--- src/rtl/vt4_pkg.sv ---
// Package with the payload types, register map and fixed constants of the vertex transform.
package vt4_pkg;

	// Fixed field widths.
	localparam int unsigned FIELD_W   = 32;
	localparam int unsigned COEF_W    = 32;
	localparam int unsigned CFG_W     = 64;
	localparam int unsigned FRAC_W    = 16;
	localparam int unsigned NUM_DIM   = 4;
	localparam int unsigned NUM_CFG   = 8;
	localparam int unsigned CFG_IDX_W = 4;

	// Configuration register indexes.
	localparam logic [CFG_IDX_W-1:0] REG_ROW0_COLS01 = 4'd0;
	localparam logic [CFG_IDX_W-1:0] REG_ROW0_COLS23 = 4'd1;
	localparam logic [CFG_IDX_W-1:0] REG_ROW1_COLS01 = 4'd2;
	localparam logic [CFG_IDX_W-1:0] REG_ROW1_COLS23 = 4'd3;
	localparam logic [CFG_IDX_W-1:0] REG_ROW2_COLS01 = 4'd4;
	localparam logic [CFG_IDX_W-1:0] REG_ROW2_COLS23 = 4'd5;
	localparam logic [CFG_IDX_W-1:0] REG_ROW3_COLS01 = 4'd6;
	localparam logic [CFG_IDX_W-1:0] REG_ROW3_COLS23 = 4'd7;

	typedef logic [NUM_CFG-1:0][CFG_W-1:0]              cfg_bank_t;
	typedef logic [NUM_DIM-1:0][COEF_W-1:0]             mat_row_t;
	typedef logic [NUM_DIM-1:0][NUM_DIM-1:0][COEF_W-1:0] matrix_t;

	// Identity matrix: ones on the diagonal in Q16.16.
	localparam cfg_bank_t CFG_RESET = {
		64'h0001_0000_0000_0000,
		64'h0000_0000_0000_0000,
		64'h0000_0000_0001_0000,
		64'h0000_0000_0000_0000,
		64'h0000_0000_0000_0000,
		64'h0001_0000_0000_0000,
		64'h0000_0000_0000_0000,
		64'h0000_0000_0001_0000
	};

	// Vertex transaction.
	typedef struct packed {
		logic signed [FIELD_W-1:0] in_x;
		logic signed [FIELD_W-1:0] in_y;
		logic signed [FIELD_W-1:0] in_z;
		logic signed [FIELD_W-1:0] in_w;
	} vtx_t;

	// Result transaction.
	typedef struct packed {
		logic signed [FIELD_W-1:0] out_x;
		logic signed [FIELD_W-1:0] out_y;
		logic signed [FIELD_W-1:0] out_z;
		logic signed [FIELD_W-1:0] out_w;
		logic                      clipped;
	} res_t;

	// Load enables of the four pipeline stages.
	typedef struct packed {
		logic s1;
		logic s2;
		logic s3;
		logic s4;
	} pipe_en_t;

endpackage

--- src/rtl/vt4_cfg.sv ---
// Matrix coefficient registers and their write port.
module vt4_cfg
	import vt4_pkg::*;
(
	input  logic                 clk,
	input  logic                 arst_n,
	input  logic                 wr_en,
	input  logic [CFG_IDX_W-1:0] wr_index,
	input  logic [CFG_W-1:0]     wr_data,
	output matrix_t              matrix
);

	cfg_bank_t regs_q;

	// Register writes; an index beyond the map is dropped.
	always_ff @(posedge clk or negedge arst_n) begin
		if (!arst_n) begin
			regs_q <= CFG_RESET;
		end else if (wr_en) begin
			for (int i = 0; i < NUM_CFG; i++) begin
				if (wr_index == CFG_IDX_W'(i)) begin
					regs_q[i] <= wr_data;
				end
			end
		end
	end

	// Each register holds an even column in its low half and the odd column in its high half.
	always_comb begin
		for (int r = 0; r < NUM_DIM; r++) begin
			for (int c = 0; c < NUM_DIM; c++) begin
				matrix[r][c] = regs_q[r * 2 + c / 2][(c % 2) * COEF_W +: COEF_W];
			end
		end
	end

endmodule

--- config.mk ---
export PLATFORM = sky130hd
export DESIGN_NAME = vt4_cfg
export DESIGN_NICKNAME = d
export VERILOG_FILES = /design/src/rtl/vt4_pkg.sv /design/src/rtl/vt4_cfg.sv
export SDC_FILE = /design/constraint.sdc
export NUM_CORES = 1
export LEC_CHECK = 0
export BUFFER_PORTS_ARGS = -buffer_cell sky130_fd_sc_hd__buf_2
export CAP_MARGIN = 40
export CORE_MARGIN = 4
export CORE_UTILIZATION = 30
export CTS_BUF_LIST = sky130_fd_sc_hd__clkbuf_4
export DETAILED_ROUTE_END_ITERATION = 7
export GPL_ROUTABILITY_DRIVEN = 0
export PLACE_DENSITY = 0.53
export SYNTH_ARGS = -nofsm -noshare
export SYNTH_HDL_FRONTEND = slang
export SYNTH_SLANG_ARGS = --single-unit
--- constraint.sdc ---
create_clock -name clk -period 0.8 [get_ports clk]
set_input_delay 0.24 -clock clk [delete_from_list [all_inputs] [get_ports clk]]
set_output_delay 0.24 -clock clk [all_outputs]
set_load 0.1 [all_outputs]
* After elaboration in Yosys (flattened, before gate mapping)
Index checks and enable logic that the tools add are counted.
** Cells by class
- $add $sub $neg :: 0
- Multiply operators :: 0
- Div/mod/pow operators :: 0
- $lt $le $gt $ge :: 0
- Equality and inequality tests :: 7
- Shift operators :: 0
- Mux-type cells :: 0
- Bitwise gates (word level) :: 0
- Reductions and logical operators :: 9
** Operator list (count)
- == test 4 x 3 -> 1 bit (second input constant) :: 4
- AND reduction 2 bit :: 8
- == test 4 x 2 -> 1 bit (second input constant) :: 2
- == test 4 x 1 -> 1 bit (second input constant) :: 1
- zero test 4 bit :: 1
** Storage, ports and cells
- Bits in registers :: 512
- Latch bits :: 0
- Bits in writable memories :: 0
- ROM bits :: 0
- Input bits :: 71
- Output and inout bits :: 512
- Logic and storage cells :: 24
- Memories :: 0

* Depth between registers and ports, before layout
- Depth after elaboration :: 2
- Gate-level depth with buffers :: 5
- Gate-level depth less buffers :: 3

* Worst setup path after synthesis
OpenSTA, ideal clock, no wires.
- Path type :: input to register
- Start :: input wr_index[3]
- End :: register regs_q, in the netlist matrix[195]
- Library setup time :: 0.125 ns
- Arrival time :: 1.325 ns
- Data required time :: 0.675 ns
- Path slack :: -0.651 ns
- Stages :: 5
- Buffers on the path :: 2
- Cell sequence :: nor3b_2 and3_1 buf_2 buf_4 mux2_2
** Between the ends
- Cells in the longest elaborated chain, start to end :: 2
** Ends and longest elaborated chain
- start: declaration :: RTL line vt4_cfg.sv:8 : input logic [CFG_IDX_W-1:0] wr_index,
- == test 4 x 2 -> 1 bit :: RTL line vt4_cfg.sv:21 : if (wr_index == CFG_IDX_W'(i)) begin
- AND reduction 2 bit (no line)
- end signal: indexed assignment :: RTL line vt4_cfg.sv:22 : regs_q[i] <= wr_data;
- end: declaration :: RTL line vt4_cfg.sv:13 : cfg_bank_t regs_q;
No other way between the ends.
A chain may end at the register's enable or synchronous reset.

* Worst setup path after layout
- Start :: register regs_q, in the netlist matrix[16]
- End :: output matrix[16] (netlist bit)
** RTL lines
- end: declaration :: RTL line vt4_cfg.sv:10 : output matrix_t matrix
No word-level cell between the ends.

==> metrics.txt <==
failing checks negative setup slack; cell area after layout 0.0378 sq mm; vias in the first global route 14700; main combinational cell family by area after synthesis multiplexers; Leakage Power 16.5 nW; row cnt 92; mux cell area share after synthesis 31.2%; Slew @ Worst Pin 0.476 ns; initial antenna violation count 2; drt initial violations 428; Worst Hold Slack 0.00432 ns; simple-gate portion of the synthesized area 0.482%; Reg power frac 28.1%; I/O pin cnt 583; Final period util 244%; Max Fclk 513 MHz; CP delay by family, top flip-flops; Buf/Inv on CP 1; count of cell types in the netlist 16; clock skew 0 ns; layout cells sized above 1 95.6%; CP max stage delay 0.63 ns; crit path from matrix[16]$_DFFE_PN1P_; Buffers on Ports 582; Worst-Skew Late Latency 0.88 ns; total gr overflow 0; sequential share of the synthesized area 66.7%; post-route setup TNS -553.35 ns; status finished with violations; placed cell count 2550; clock root buffer clkbuf_4; fin cells 2933; final core utilization 59.6%; Post-Syn Nets 1161; max FFs per register 512; Max clock buf depth 3; TritonRoute pass-1 iters 4; area of the multi-input gates 0.00696 sq mm; cells on worst reg2reg path 3; Seq. cell area 0.0147 sq mm; global-route wire length before repair 100000 microns; Setup WS post-layout -1.15 ns; NetSw 71.6 mW; Die Span Y 261 microns; largest net degree at the start of global routing 67; total die area 0.0682 sq mm; DRT antenna net count 0; worst path cell trace buf_12; Warnings, synthesis 0; Worst R2R Setup Slack -0.28 ns; final setup fails 1031; Core Area 0.0633 sq mm; post-detail-place hpwl 47500 microns; Starting Density 30.4%; Post-Synth Adder-Cell Area 0%; Final Hold Viols 0; worst hold-check path type input pin to async pin; Max VDD drop 2.20 mV; crit start category flip-flop; routed wire length 68600 microns; clock power share 16.8%; Comb pwr share 55.1%; Num CTS Buffers 146; CP Class flip-flop to primary output; Critical R2R Launch matrix[350]$_DFFE_PN0P_; Sw Ratio 46.7%; CP Data Required Time 0.56 ns; Synth Area per Inst 17.6 sq um; Critical Path AT 1.71 ns; Mapped Cells 1090; cts hold-fix bufs 70; clock slew at reported path FFs 0.07 ns; detailed-route via count 13100; CP Capture Point matrix[16]; Avg WL per Cell 23.4 microns; DRC viols 0; width of the die 261 microns; Slew Viols, Final 0; crit end category primary output; Crit-path slowest cell dfstp_4; PD cells 4060 mW/mm^2; RSZ-0062 raised after global routing true; worst r2r dst matrix[350]$_DFFE_PN0P_; Filler cells 4630; clk sinks 512; WP depth 1; Worst Path Max Fanout 2; Synth Area in Compound Gates 0%; #FFs+latches synth 512; Post-Synth XOR/XNOR Area 0%; max-capacitance violation count 0; post-layout min period 1.95 ns; Post-layout nets 2050; Internal 81.6 mW; synthesized cell area 0.0192 sq mm; total power 153 mW; relative slew slack 68.3%; dpl ws -0.963 ns; area grow syn2layout 96.4%; htree depth 4; detailed-route vias per instance 4.48; total track usage 19.7%; CTS tree yes; Placement Cell Area 0.0338 sq mm
-- Yosys cell counts (all sizes together) --
cell type | n | share of area, %
nand3b | 3 | 0.18
dfrtp | 508 | 66
or3 | 1 | 0.033
and3 | 1 | 0.033
nor2 | 2 | 0.052
dfstp | 4 | 0.55
nand2 | 2 | 0.039
mux2 | 512 | 31
nor3b | 3 | 0.14
buf | 54 | 1.7
-- worst min-delay path by stage --
stage,startpoint,to,slack [ns],cells past startpoint
CTS,wr_index[1],matrix[316]$_DFFE_PN0P_,-0.16,4
global route,wr_index[1],matrix[316]$_DFFE_PN0P_,-0.1,4
global placement,arst_n,matrix[318]$_DFFE_PN0P_,0.20,2
detailed placement,arst_n,matrix[61]$_DFFE_PN0P_,0.21,2
floorplan,arst_n,matrix[0]$_DFFE_PN0P_,-0.06,0
finish,arst_n,matrix[141]$_DFFE_PN0P_,0.004,3
-- power by group through the flow --
| stage | clock network, mW | logic [mW] | registers [mW] |
|---|---|---|---|
| 2_1_floorplan | 0 | 6.23 | 84.7 |
| 3_3_place_gp | 0 | 81.6 | 42.9 |
| 3_5_place_dp | 0 | 82.0 | 43.2 |
| 4_1_cts | 26.9 | 83.7 | 42.8 |
| 5_1_grt | 28.3 | 86.0 | 43.7 |
| 6_report | 25.7 | 84.4 | 43.0 |
-- area by class of cell --
type	count	share of cell area [%]
Antenna cell	3	0.0199
Clock buffer	224	4.45
Clock inverter	29	0.699
Multi-Input combinational cell	524	18.4
Sequential cell	512	39.0
Tap cell	846	2.80
Timing Repair Buffer	795	34.5
-- routing by layer --
layer	global-route usage, %	routed length, microns
met3	8.35	6020
met2	32.2	33800
met1	23.1	26800
met5	0	0
met4	7.44	2080
-- layout by cell type (no fill, tap or decap) --
cell            count
clkbuf_4          224
clkinvlp_4          1
buf_12            549
diode_2             3
nand2_1             1
nor2_4              1
inv_2               2
buf_2              69
buf_4              55
dlymetal6s4s_1      2
nor2_1              1
nand3b_1            2
or3_4               1
inv_6               1
nor3b_4             1
dlygate4sd3_1      68
mux2_4            283
buf_6              51
clkinv_4            3
dfstp_4             4
buf_8               1
dfrtp_4           508
nand3b_4            1
mux2_2            229
nor3b_2             2
and3_4              1
clkinv_1           17
nand2_4             1
bufinv_16           5
-- repair_timing --
action	CTS	global route
resized for setup	117	114
gates cloned	0	0
endpoints found under the setup margin	1024	1048
setup buffers	28	42
endpoints found under the hold margin	1024	74
-- kinds of logic after synthesis --
| kind of cell | Yosys count |
|---|---|
| and+or+nand+nor | 12 |
| buffers and inverters | 54 |
| DFF | 512 |
| muxes | 512 |
No activity file was read; power rests on OpenSTA's default activity.
